==> src/rtl/assert_macros.svh <==
// Assertion macros shared by the pose update RTL.
`ifndef ASSERT_MACROS_SVH
`define ASSERT_MACROS_SVH
`ifndef SYNTHESIS
// plain property, clocked on rising edge, off during reset
`define MPU_ASSERT(label, clk, rst_n, prop) \
	label: assert property (@(posedge clk) disable iff (!rst_n) (prop)) \
		else $error("assertion failed");
// overlapping implication
`define MPU_ASSERT_IMP(label, clk, rst_n, ante, cons) \
	label: assert property (@(posedge clk) disable iff (!rst_n) (ante) |-> (cons)) \
		else $error("assertion failed");
`else
`define MPU_ASSERT(label, clk, rst_n, prop)
`define MPU_ASSERT_IMP(label, clk, rst_n, ante, cons)
`endif
`endif

==> src/rtl/mpu_pkg.sv <==
// Package: widths, CORDIC constants and shared types of the pose update block.
package mpu_pkg;

	localparam int DELTA_W     = 12;
	localparam int SUM_W       = DELTA_W + 2;
	localparam int RANGE_W     = 31;
	localparam int ANGLE_W     = 16;
	localparam int POS_W       = 32;
	localparam int SCALE_W     = 16;
	localparam int IN_TDATA_W  = 96;
	localparam int OUT_TDATA_W = 80;

	localparam logic [SCALE_W-1:0] SCALE_RESET = 16'd10430;

	localparam int QUARTER_TURN = 16384;
	localparam int HALF_TURN    = 32768;

	localparam int CORDIC_STEPS = 16;
	localparam int ATAN_ENTRIES = 24;
	localparam int CORDIC_N     = (CORDIC_STEPS < ATAN_ENTRIES) ? CORDIC_STEPS : ATAN_ENTRIES;
	localparam int STEP_W       = (CORDIC_N > 1) ? $clog2(CORDIC_N) : 1;
	localparam int ATAN_IDX_W   = $clog2(ATAN_ENTRIES);

	localparam int CV_W      = 33;
	localparam int CZ_W      = 34;
	localparam int CV_SHIFT  = 14;
	localparam int TRIG_W    = 18;

	localparam logic signed [CV_W-1:0] CORDIC_GAIN = 33'sd652032874;

	localparam logic [31:0] ATAN_TURNS [ATAN_ENTRIES] = '{
		32'h20000000, 32'h12E4051D, 32'h09FB385B, 32'h051111D4, 32'h028B0D43, 32'h0145D7E1,
		32'h00A2F61E, 32'h00517C55, 32'h0028BE53, 32'h00145F2E, 32'h000A2F98, 32'h000517CC,
		32'h00028BE6, 32'h000145F3, 32'h0000A2F9, 32'h0000517C, 32'h000028BE, 32'h0000145F,
		32'h00000A2F, 32'h00000517, 32'h0000028B, 32'h00000145, 32'h000000A2, 32'h00000051
	};

	localparam int MUL_A_W = 32;
	localparam int MUL_B_W = TRIG_W;
	localparam int PROD_W  = MUL_A_W + MUL_B_W;
	localparam int ACC_W   = PROD_W + 1;

	typedef struct packed {
		logic               start;
		logic [ANGLE_W-1:0] angle;
	} cordic_req_t;

	typedef struct packed {
		logic                     done;
		logic signed [TRIG_W-1:0] cos_v;
		logic signed [TRIG_W-1:0] sin_v;
	} trig_t;

endpackage

==> src/rtl/mpu_cordic.sv <==
// Iterative rotation-mode CORDIC: Q16 cosine and sine of a binary angle.
`include "assert_macros.svh"

module mpu_cordic import mpu_pkg::*; (
	input  logic        clk,
	input  logic        arst_n,
	input  cordic_req_t req,
	output trig_t       trig
);

	typedef enum logic [1:0] {C_IDLE, C_RUN, C_FIN} cstate_t;

	cstate_t                 state_q;
	logic [STEP_W-1:0]       step_q;
	logic signed [CV_W-1:0]  x_q, y_q;
	logic signed [CZ_W-1:0]  z_q;
	logic                    flip_q;

	logic signed [ANGLE_W:0] a_ext, a_fold;
	logic                    flip;
	logic signed [CZ_W-1:0]  z_init, atan_v, z_n;
	logic signed [CV_W-1:0]  xs, ys, x_n, y_n, x_bias, y_bias, x_rsh, y_rsh;
	logic signed [TRIG_W-1:0] x_r, y_r;

	// fold into [-quarter, quarter] turn
	always_comb begin
		a_ext = {req.angle[ANGLE_W-1], req.angle};
		flip  = 1'b0;
		a_fold = a_ext;
		if (a_ext > QUARTER_TURN) begin
			a_fold = (ANGLE_W+1)'(a_ext - HALF_TURN);
			flip   = 1'b1;
		end else if (a_ext < -QUARTER_TURN) begin
			a_fold = (ANGLE_W+1)'(a_ext + HALF_TURN);
			flip   = 1'b1;
		end
		z_init = {{(CZ_W-2*ANGLE_W-1){a_fold[ANGLE_W]}}, a_fold, {ANGLE_W{1'b0}}};
	end

	always_comb begin
		xs     = x_q >>> step_q;
		ys     = y_q >>> step_q;
		atan_v = CZ_W'(ATAN_TURNS[ATAN_IDX_W'(step_q)]);
		if (!z_q[CZ_W-1]) begin
			x_n = x_q - ys;
			y_n = y_q + xs;
			z_n = z_q - atan_v;
		end else begin
			x_n = x_q + ys;
			y_n = y_q - xs;
			z_n = z_q + atan_v;
		end
	end

	// Q30 -> Q16, half away from zero
	always_comb begin
		x_bias = x_q + CV_W'(1 << (CV_SHIFT-1)) - CV_W'(x_q[CV_W-1]);
		y_bias = y_q + CV_W'(1 << (CV_SHIFT-1)) - CV_W'(y_q[CV_W-1]);
		x_rsh  = x_bias >>> CV_SHIFT;
		y_rsh  = y_bias >>> CV_SHIFT;
		x_r    = TRIG_W'(x_rsh);
		y_r    = TRIG_W'(y_rsh);
	end

	always_ff @(posedge clk or negedge arst_n) begin
		if (!arst_n) begin
			state_q   <= C_IDLE;
			trig.done <= 1'b0;
		end else begin
			trig.done <= 1'b0;
			unique case (state_q)
				C_IDLE: begin
					if (req.start) begin
						x_q     <= CORDIC_GAIN;
						y_q     <= '0;
						z_q     <= z_init;
						flip_q  <= flip;
						step_q  <= '0;
						state_q <= C_RUN;
					end
				end
				C_RUN: begin
					x_q <= x_n;
					y_q <= y_n;
					z_q <= z_n;
					if (step_q == STEP_W'(CORDIC_N-1)) begin
						state_q <= C_FIN;
					end else begin
						step_q <= step_q + 1'b1;
					end
				end
				C_FIN: begin
					trig.cos_v <= flip_q ? -x_r : x_r;
					trig.sin_v <= flip_q ? -y_r : y_r;
					trig.done  <= 1'b1;
					state_q    <= C_IDLE;
				end
				default: state_q <= C_IDLE;
			endcase
		end
	end

	`MPU_ASSERT_IMP(a_start_when_idle, clk, arst_n, req.start, state_q == C_IDLE)
	`MPU_ASSERT(a_done_pulse, clk, arst_n, trig.done |=> !trig.done)
	`MPU_ASSERT_IMP(a_done_after_fin, clk, arst_n, trig.done, $past(state_q) == C_FIN)

endmodule

==> src/rtl/mpu_mul.sv <==
// Shared registered signed multiplier.
module mpu_mul import mpu_pkg::*; (
	input  logic                      clk,
	input  logic signed [MUL_A_W-1:0] a,
	input  logic signed [MUL_B_W-1:0] b,
	output logic signed [PROD_W-1:0]  prod
);

	always_ff @(posedge clk) begin
		prod <= a * b;
	end

endmodule

==> src/rtl/mecanum_pose_update_core.sv <==
// Top level: mecanum dead-reckoning pose keeper with position fix.
//
// Input items arrive on s_axis_*; tuser is the action (0 wheel update, 1 polar fix).
// Each accepted item produces exactly one result item on m_axis_*, carrying the new
// x, y, heading and a saturation flag in tuser.
// heading_scale is written through cfg_valid/cfg_ready/cfg_data; cfg_ready is always high.
//
// One item is processed at a time by a sequencer driving one CORDIC unit and one
// shared multiplier. A wheel item runs the heading product and update, the CORDIC and
// four products into x and y; a fix item runs the CORDIC and two range products. Both
// end in a clip state that loads the output register, then the sequencer goes idle.
// The result sits in an output register; a new item may be accepted while it waits,
// and a finished result stalls in the sequencer until the register is free.
// Reset clears the pose to zero, heading_scale to 10430, and drops tvalid.
`include "assert_macros.svh"

module mecanum_pose_update_core import mpu_pkg::*; (
	input  logic                   clk,
	input  logic                   arst_n,
	input  logic                   s_axis_tvalid,
	output logic                   s_axis_tready,
	// lb[11:0] lf[23:12] rb[35:24] rf[47:36] fix_range[78:48] fix_angle[94:79] pad[95]
	input  logic [IN_TDATA_W-1:0]  s_axis_tdata,
	// action[0]
	input  logic                   s_axis_tuser,
	output logic                   m_axis_tvalid,
	input  logic                   m_axis_tready,
	// pos_x[31:0] pos_y[63:32] heading_out[79:64]
	output logic [OUT_TDATA_W-1:0] m_axis_tdata,
	// saturated[0]
	output logic                   m_axis_tuser,
	input  logic                   cfg_valid,
	output logic                   cfg_ready,
	input  logic [SCALE_W-1:0]     cfg_data
);

	typedef enum logic [3:0] {
		ST_IDLE, ST_MUL_H, ST_HEAD, ST_CSTART, ST_CWAIT,
		ST_MX1, ST_MX2, ST_MY1, ST_MY2, ST_YFIN,
		ST_FX, ST_FY, ST_FR, ST_CLIP
	} state_t;

	state_t                     state_q;
	logic                       action_q;
	logic signed [DELTA_W-1:0]  dh_q, dx_q, dy_q;
	logic [RANGE_W-1:0]         range_q;
	logic [ANGLE_W-1:0]         angle_q;
	logic [SCALE_W-1:0]         scale_q;
	logic [ANGLE_W-1:0]         heading_q;
	logic signed [POS_W-1:0]    x_q, y_q;
	logic signed [ACC_W-1:0]    ax_q, ay_q;

	logic                       in_acc;
	logic                       out_load;
	logic signed [SUM_W-1:0]    lb, lf, rb, rf, sum_h, sum_x, sum_y;
	logic signed [MUL_A_W-1:0]  mul_a;
	logic signed [MUL_B_W-1:0]  mul_b;
	logic signed [PROD_W-1:0]   prod;
	logic signed [ACC_W-1:0]    rnd_sum, fix_round;
	logic signed [POS_W-1:0]    x_clip, y_clip;
	logic                       x_sat, y_sat;
	cordic_req_t                creq;
	trig_t                      trig;

	function automatic logic signed [DELTA_W-1:0] quarter_tz(input logic signed [SUM_W-1:0] v);
		logic signed [SUM_W-1:0] t;
		t = v + (v[SUM_W-1] ? SUM_W'(3) : SUM_W'(0));
		return DELTA_W'(t >>> 2);
	endfunction

	assign s_axis_tready = (state_q == ST_IDLE);
	assign in_acc        = s_axis_tvalid && s_axis_tready;
	assign out_load      = (state_q == ST_CLIP) && (!m_axis_tvalid || m_axis_tready);
	assign cfg_ready     = 1'b1;

	always_comb begin
		lb    = SUM_W'($signed(s_axis_tdata[11:0]));
		lf    = SUM_W'($signed(s_axis_tdata[23:12]));
		rb    = SUM_W'($signed(s_axis_tdata[35:24]));
		rf    = SUM_W'($signed(s_axis_tdata[47:36]));
		sum_h = lb + lf + rb + rf;
		sum_x = lf + rf - lb - rb;
		sum_y = lb + lf - rf - rb;
	end

	always_comb begin
		mul_a = MUL_A_W'(dy_q);
		mul_b = trig.cos_v;
		case (state_q)
			ST_MUL_H: begin
				mul_a = MUL_A_W'(dh_q);
				mul_b = signed'(MUL_B_W'(scale_q));
			end
			ST_MX2: begin
				mul_a = MUL_A_W'(dx_q);
				mul_b = trig.sin_v;
			end
			ST_MY1: mul_b = trig.sin_v;
			ST_MY2: mul_a = MUL_A_W'(dx_q);
			ST_FX: mul_a = signed'(MUL_A_W'(range_q));
			ST_FY: begin
				mul_a = signed'(MUL_A_W'(range_q));
				mul_b = trig.sin_v;
			end
			default: ;
		endcase
	end

	mpu_mul u_mul (
		.clk  (clk),
		.a    (mul_a),
		.b    (mul_b),
		.prod (prod)
	);

	assign creq.start = (state_q == ST_CSTART);
	assign creq.angle = action_q ? angle_q : heading_q;

	mpu_cordic u_cordic (
		.clk    (clk),
		.arst_n (arst_n),
		.req    (creq),
		.trig   (trig)
	);

	// Q18.32 -> Q16.16, half away from zero
	always_comb begin
		rnd_sum   = ACC_W'(prod) + ACC_W'(1 << 15) - ACC_W'(prod[PROD_W-1]);
		fix_round = rnd_sum >>> 16;
	end

	always_comb begin
		x_sat  = (ax_q[ACC_W-1:POS_W-1] != '0) && (ax_q[ACC_W-1:POS_W-1] != '1);
		y_sat  = (ay_q[ACC_W-1:POS_W-1] != '0) && (ay_q[ACC_W-1:POS_W-1] != '1);
		x_clip = POS_W'(ax_q);
		y_clip = POS_W'(ay_q);
		if (x_sat) begin
			x_clip = ax_q[ACC_W-1] ? {1'b1, {(POS_W-1){1'b0}}} : {1'b0, {(POS_W-1){1'b1}}};
		end
		if (y_sat) begin
			y_clip = ay_q[ACC_W-1] ? {1'b1, {(POS_W-1){1'b0}}} : {1'b0, {(POS_W-1){1'b1}}};
		end
	end

	always_ff @(posedge clk or negedge arst_n) begin
		if (!arst_n) begin
			scale_q <= SCALE_RESET;
		end else if (cfg_valid && cfg_ready) begin
			scale_q <= cfg_data;
		end
	end

	always_ff @(posedge clk or negedge arst_n) begin
		if (!arst_n) begin
			state_q       <= ST_IDLE;
			m_axis_tvalid <= 1'b0;
			heading_q     <= '0;
			x_q           <= '0;
			y_q           <= '0;
		end else begin
			if (out_load) begin
				m_axis_tvalid <= 1'b1;
			end else if (m_axis_tvalid && m_axis_tready) begin
				m_axis_tvalid <= 1'b0;
			end
			unique case (state_q)
				ST_IDLE: begin
					if (in_acc) begin
						action_q <= s_axis_tuser;
						dh_q     <= quarter_tz(sum_h);
						dx_q     <= quarter_tz(sum_x);
						dy_q     <= quarter_tz(sum_y);
						range_q  <= s_axis_tdata[78:48];
						angle_q  <= s_axis_tdata[94:79];
						state_q  <= s_axis_tuser ? ST_CSTART : ST_MUL_H;
					end
				end
				ST_MUL_H: state_q <= ST_HEAD;
				ST_HEAD: begin
					heading_q <= heading_q - prod[ANGLE_W-1:0];
					state_q   <= ST_CSTART;
				end
				ST_CSTART: state_q <= ST_CWAIT;
				ST_CWAIT: begin
					if (trig.done) begin
						state_q <= action_q ? ST_FX : ST_MX1;
					end
				end
				ST_MX1: state_q <= ST_MX2;
				ST_MX2: begin
					ax_q    <= ACC_W'(x_q) + ACC_W'(prod);
					state_q <= ST_MY1;
				end
				ST_MY1: begin
					ax_q    <= ax_q + ACC_W'(prod);
					state_q <= ST_MY2;
				end
				ST_MY2: begin
					ay_q    <= ACC_W'(y_q) + ACC_W'(prod);
					state_q <= ST_YFIN;
				end
				ST_YFIN: begin
					ay_q    <= ay_q - ACC_W'(prod);
					state_q <= ST_CLIP;
				end
				ST_FX: state_q <= ST_FY;
				ST_FY: begin
					ax_q    <= fix_round;
					state_q <= ST_FR;
				end
				ST_FR: begin
					ay_q    <= fix_round;
					state_q <= ST_CLIP;
				end
				ST_CLIP: begin
					if (out_load) begin
						x_q          <= x_clip;
						y_q          <= y_clip;
						m_axis_tdata <= {heading_q, y_clip, x_clip};
						m_axis_tuser <= x_sat || y_sat;
						state_q      <= ST_IDLE;
					end
				end
				default: state_q <= ST_IDLE;
			endcase
		end
	end

	`MPU_ASSERT(a_one_item_at_a_time, clk, arst_n,
		(s_axis_tvalid && s_axis_tready) |=> !s_axis_tready)
	`MPU_ASSERT(a_fix_keeps_heading, clk, arst_n,
		(action_q && state_q != ST_IDLE) |=> $stable(heading_q))
	`MPU_ASSERT_IMP(a_sat_at_limit, clk, arst_n, m_axis_tvalid && m_axis_tuser,
		m_axis_tdata[31:0] == 32'h7FFFFFFF || m_axis_tdata[31:0] == 32'h80000000 ||
		m_axis_tdata[63:32] == 32'h7FFFFFFF || m_axis_tdata[63:32] == 32'h80000000)

endmodule
==> config.mk <==
export PLATFORM = sky130hd
export DESIGN_NAME = mecanum_pose_update_core
export DESIGN_NICKNAME = d
export VERILOG_FILES = /design/src/rtl/mpu_pkg.sv /design/src/rtl/mpu_cordic.sv /design/src/rtl/mpu_mul.sv /design/src/rtl/mecanum_pose_update_core.sv
export VERILOG_INCLUDE_DIRS = /design/src /design/src/rtl
export SDC_FILE = /design/constraint.sdc
export NUM_CORES = 2
export LEC_CHECK = 0
export BUFFER_PORTS_ARGS = -buffer_cell sky130_fd_sc_hd__buf_2
export CORE_MARGIN = 4
export CORE_UTILIZATION = 30
export DETAILED_ROUTE_END_ITERATION = 10
export SYNTH_ARGS = -nofsm -noshare
export SYNTH_HDL_FRONTEND = slang
export SYNTH_HIERARCHICAL = 1
export SYNTH_SLANG_ARGS = --single-unit
==> constraint.sdc <==
create_clock -name clk -period 8.64 [get_ports clk]
set_input_delay 0.864 -clock clk [delete_from_list [all_inputs] [get_ports clk]]
set_output_delay 0.864 -clock clk [all_outputs]
set_load 0.01 [all_outputs]
-- After elaboration in Yosys (flattened, before gate mapping)
Memory sizes are Yosys's and may differ from the RTL's.
Index checks and enable logic that the tools add are counted.
- flip-flop bits (word level): 562
- bits in read-only memories: 1024
- input bits: 118
- word-level logic and storage cells: 165
- memories kept: 1
- $add $sub $neg: 33
- $mul: 1
- magnitude comparators: 3
- equal/unequal tests: 24
- shifts and indexed selects: 2
- mux-type cells: 43
- bitwise logic cells: 1
- reductions and logical operators: 31
- memory list (memory ; words ; bits a word ; rd ports ; clocked after memory_dff ; write ports ; line ; text):
    (no name shown) ; 32 ; 32 ; 1 ; 0 ; 0 ; mpu_cordic.sv:43 ; atan_v = CZ_W'(ATAN_TURNS[ATAN_IDX_W'(step_q)]);
- operators by type and width (operator ; number):
    51-bit one-hot mux with 3 select lines ; 2
    32-bit 2-to-1 mux ; 6
    33-bit 2-to-1 mux ; 4
    33-bit one-hot mux with 2 select lines ; 2
    32-bit by 50-bit adder with 51-bit output ; 2
    32-bit one-hot mux with 3 select lines ; 1
    34-bit 2-to-1 mux ; 2
    34-bit one-hot mux with 2 select lines ; 1
    33-bit adder ; 2
    33-bit by 4-bit >>> shifter with 33-bit output ; 2
    33-bit subtractor ; 2
    32-bit by 14-bit adder with 32-bit output, second input constant ; 2
    32-bit by 1-bit subtractor with 32-bit output ; 2
    4-bit one-hot mux with 13 select lines ; 1
    50-bit by 17-bit adder with 51-bit output, second input constant ; 1
    51-bit by 50-bit adder with 51-bit output ; 1
    51-bit by 1-bit subtractor with 51-bit output ; 1
    51-bit by 50-bit subtractor with 51-bit output ; 1
    32-bit by 18-bit multiplier with 50-bit output ; 1
    14-bit by 3-bit adder with 14-bit output ; 3
    20-bit inequality test, second input constant ; 2
    20-bit nonzero test ; 2
    37-bit 2-to-1 mux ; 1
    18-bit 2-to-1 mux ; 2
    other kinds (44) ; 92

-- Logic depth before layout (Yosys ltp)
- depth in word-level cells: 7
- mapped depth: 33

-- Modules after synthesis
The synthesis kept the hierarchy.
- by module, submodules not included (module ; times used ; cells each ; area an instance (µm²) ; seq. area each (µm²)):
    mecanum_pose_update_core ; 1 ; 3371 ; 30900.9 ; 10555.1
    mpu_mul ; 1 ; 2343 ; 21124.0 ; 1001.0
    mpu_cordic ; 1 ; 2111 ; 18781.8 ; 4309.1

-- Worst setup path after synthesis
No wires, ideal clock.
- kind: register to register
- start point: register state_q[3] (netlist name)
- end point: register u_mul.prod[48]
- data arrival time: 7433 ps
- path slack: 1073 ps
- stages on the path, launching flop included: 30
- clock period less this slack: 7567 ps
- path through: dfrtp_1 -> clkbuf_1 -> clkbuf_1 -> nor3_1 -> a22oi_1 -> o21ai_0 -> clkbuf_1 -> a21o_1 -> clkbuf_1 -> clkbuf_1 -> nand2_1 -> fa_1 -> fa_1 -> fa_1 -> inv_1 -> fa_1 -> fa_1 -> inv_1 -> fa_1 -> inv_1 -> ha_1 -> buf_2 -> a21oi_2 -> o21ai_2 -> o311ai_4 -> a31oi_4 -> o21a_4 -> o211ai_2 -> a21oi_1 -> or4b_1
- RTL lines (element ; line ; text):
    to (signal assigned) ; mpu_mul.sv:10 ; prod <= a * b;
    to (decl) ; mpu_mul.sv:6 ; output logic signed [PROD_W-1:0] prod

==> impl_metrics.ini <==
[cts]
cts_root_buf = clkbuf_16
clock_latency_ns = 0.71
htreeDepth = 3
cts_tree = yes
cts_sinks = 562
numCtsBuffers = 73
clockBufferDepth = 3
clk_pin_slew_ns = 0.06

[sta]
setup_violations = 0
tightest_slew_ns = 1.26
relSlewSlack_pct = 16.0
finClkSkew_ns = 0.0331
slew_violations = 0
min_period_over_period_pct = 96.3
period_minus_slack_ns = 8.32
max_freq_mhz = 120
finalHoldViolations = 0
worst_slack_ns = 0.320

[place]
gp_congestion = 0.921
dpl_worst_slack_ns = 0.223
post_dp_cell_area_um2 = 75500
port_buffers = 199
dp_hpwl_mm = 174
place_inst = 11000

[setup_path]
end_kind = register
cp.required_ns = 9.21
crit_arrival_ns = 8.89
r2r_cells = 28
timing.rr.end = u_mul/prod[48]
path_class = reg2reg
crit_top_cell = fa_1
crit_path_end = u_mul/prod[48]
worst-path-stages = 28
crit_family = adder cells
cp-startpoint = state_q[2]
cp-start-kind = register
cp_slowest_cell = fa_1
crit_path_max_fanout = 18
reg2reg_from = state_q[2]
max_stage_delay_ns = 0.56
cp_num_buf_inv = 5
reg2reg_slack_ns = 0.32

[logic_synthesis]
seq_area_frac_synth_pct = 22.4
synth_cell_types = 124
ys_ff_latch = 562
syn_avg_cell_area_um2 = 9.05
syn_area_um2 = 70800
ys.flop_type = edfxtp_1
ys_warn_count = 6
synth.net_count = 9118
syn_inst = 7825
synth_edf_count = 408
async_flop_share_pct = 18.5

[detailed_routing]
drtAntennaViolNets = 0
vias = 57300
wirelength_mm = 214
drc = 0
vias_per_cell = 5.16
wl_per_cell_um = 19.3
dr.pass1.iters = 8
drt_iter0_markers = 3976

[final_layout]
num-fill-cells = 24200
syn_to_final_growth_pct = 10.2
finalNonFillerCells = 11100
final_common_cell = inv_1
most-common-layout-cells = inv_1 (962), nand2_1 (915), fa_1 (613)
design_area_um2 = 78000
nets = 9186
layout-drive-gt1-share_pct = 9.30
utilization_pct = 33.2

[floorplan]
initial_core_util_pct = 30.1
die_w_um = 494
die_area_um2 = 244000
io-pin-count = 202
core_area_um2 = 235000
rows = 178
die_y_um = 494

[outcome]
outcome = complete, no violations

[grt]
track_usage_pct = 17.2
grt_max_degree = 85
grt_pass1_vias = 58700
grt_antenna_before_repair = 27
grt_overflow = 0
grt_pass1_wl_mm = 335

[min_path]
hold_class = in2async

[run]
maxCapViolCount = 0
stage by stage:
stage | hold slack, ns | setup TNS [ns]
6_report | 0.187 | 0
5_1_grt | 0.205 | -0.000988
4_1_cts | 0.148 | 0
3_5_place_dp | 0.489 | 0
3_3_place_gp | 0.481 | 0
2_1_floorplan | 0.446 | 0
worst min path at each step:
stage                 start                to  depth (start not counted)
6_report             arst_n            x_q[1]                          1
4_1_cts              arst_n     m_axis_tvalid                          1
2_1_floorplan  heading_q[0]  m_axis_tdata[64]                          0
5_1_grt              arst_n            x_q[4]                          1
3_5_place_dp   heading_q[0]  m_axis_tdata[64]                          0
3_3_place_gp   heading_q[0]  m_axis_tdata[64]                          0
cell families (layout without fill, tap and decap cells):
group | after synthesis | count (layout) | synth area share (%)
xor gates and xnor gates | 534 | 534 | 6.61
AOI/OAI and AO/OA | 1814 | 1815 | 16.7
adders and majority gates | 1175 | 1175 | 27.3
other | 1 | 8 | 0.00530
muxes | 240 | 240 | 5.13
and+or+nand+nor | 2201 | 2201 | 14.8
DFF | 562 | 562 | 22.4
buffers and inverters | 1298 | 1425 | 7.13
area by class of cell:
type	count	area [um2]	share of cell area, %
multi-input cells	5966	50100	64.2
flip-flops and latches	562	15900	20.3
well taps	3150	3940	5.05
inverters	965	3620	4.64
repair buffers	325	2050	2.63
clock buffers	93	2020	2.58
clock inverters	42	438	0.561
diodes	7	17.5	0.0225
timing repair:
action,in CTS,in global routing
hold buffers,0,0
setup buffers,0,1
resized for setup,0,5
endpoints found under the setup margin,0,9
endpoints found under the hold margin,0,0
metal layers:
layer | global-route usage, % | wire length, um | share of wire (%) | up-vias
met5 | 0 | 19 | 0.0089 | -
met1 | 23.2 | 95400 | 44 | 28200
li1 | - | - | - | 27100
met2 | 29.0 | 101000 | 47 | 1727
met3 | 2.13 | 11700 | 5.4 | 302
met4 | 5.13 | 6530 | 3.0 | 2
registers in the layout, summed over array words and instances (netlist names), 33 cells and up:
signal	count
u_mul/prod	50
u_cordic/x_q	33
ay_q	51
m_axis_tdata	80
ax_q	51
u_cordic/z_q	34
u_cordic/y_q	33
u_cordic/trig	37
synthesized netlist by cell type, drive strengths merged, types with 113 or more instances:
cell type  number  share of area, %
inv           963               5.1
nand2         915               4.9
fa            613                17
ha            562               9.9
a21oi         519               3.7
nor2          421               2.2
edfxtp        408                17
o21ai         366               2.6
xnor2         327               4.0
a21o          292               3.1
clkbuf        278               1.5
and2          271               2.4
xor2          207               2.6
mux2          113               1.8
Power is left out: the tool's default activity adds up to more than one toggle a clock period on the data nets, which glitch-free logic cannot reach.
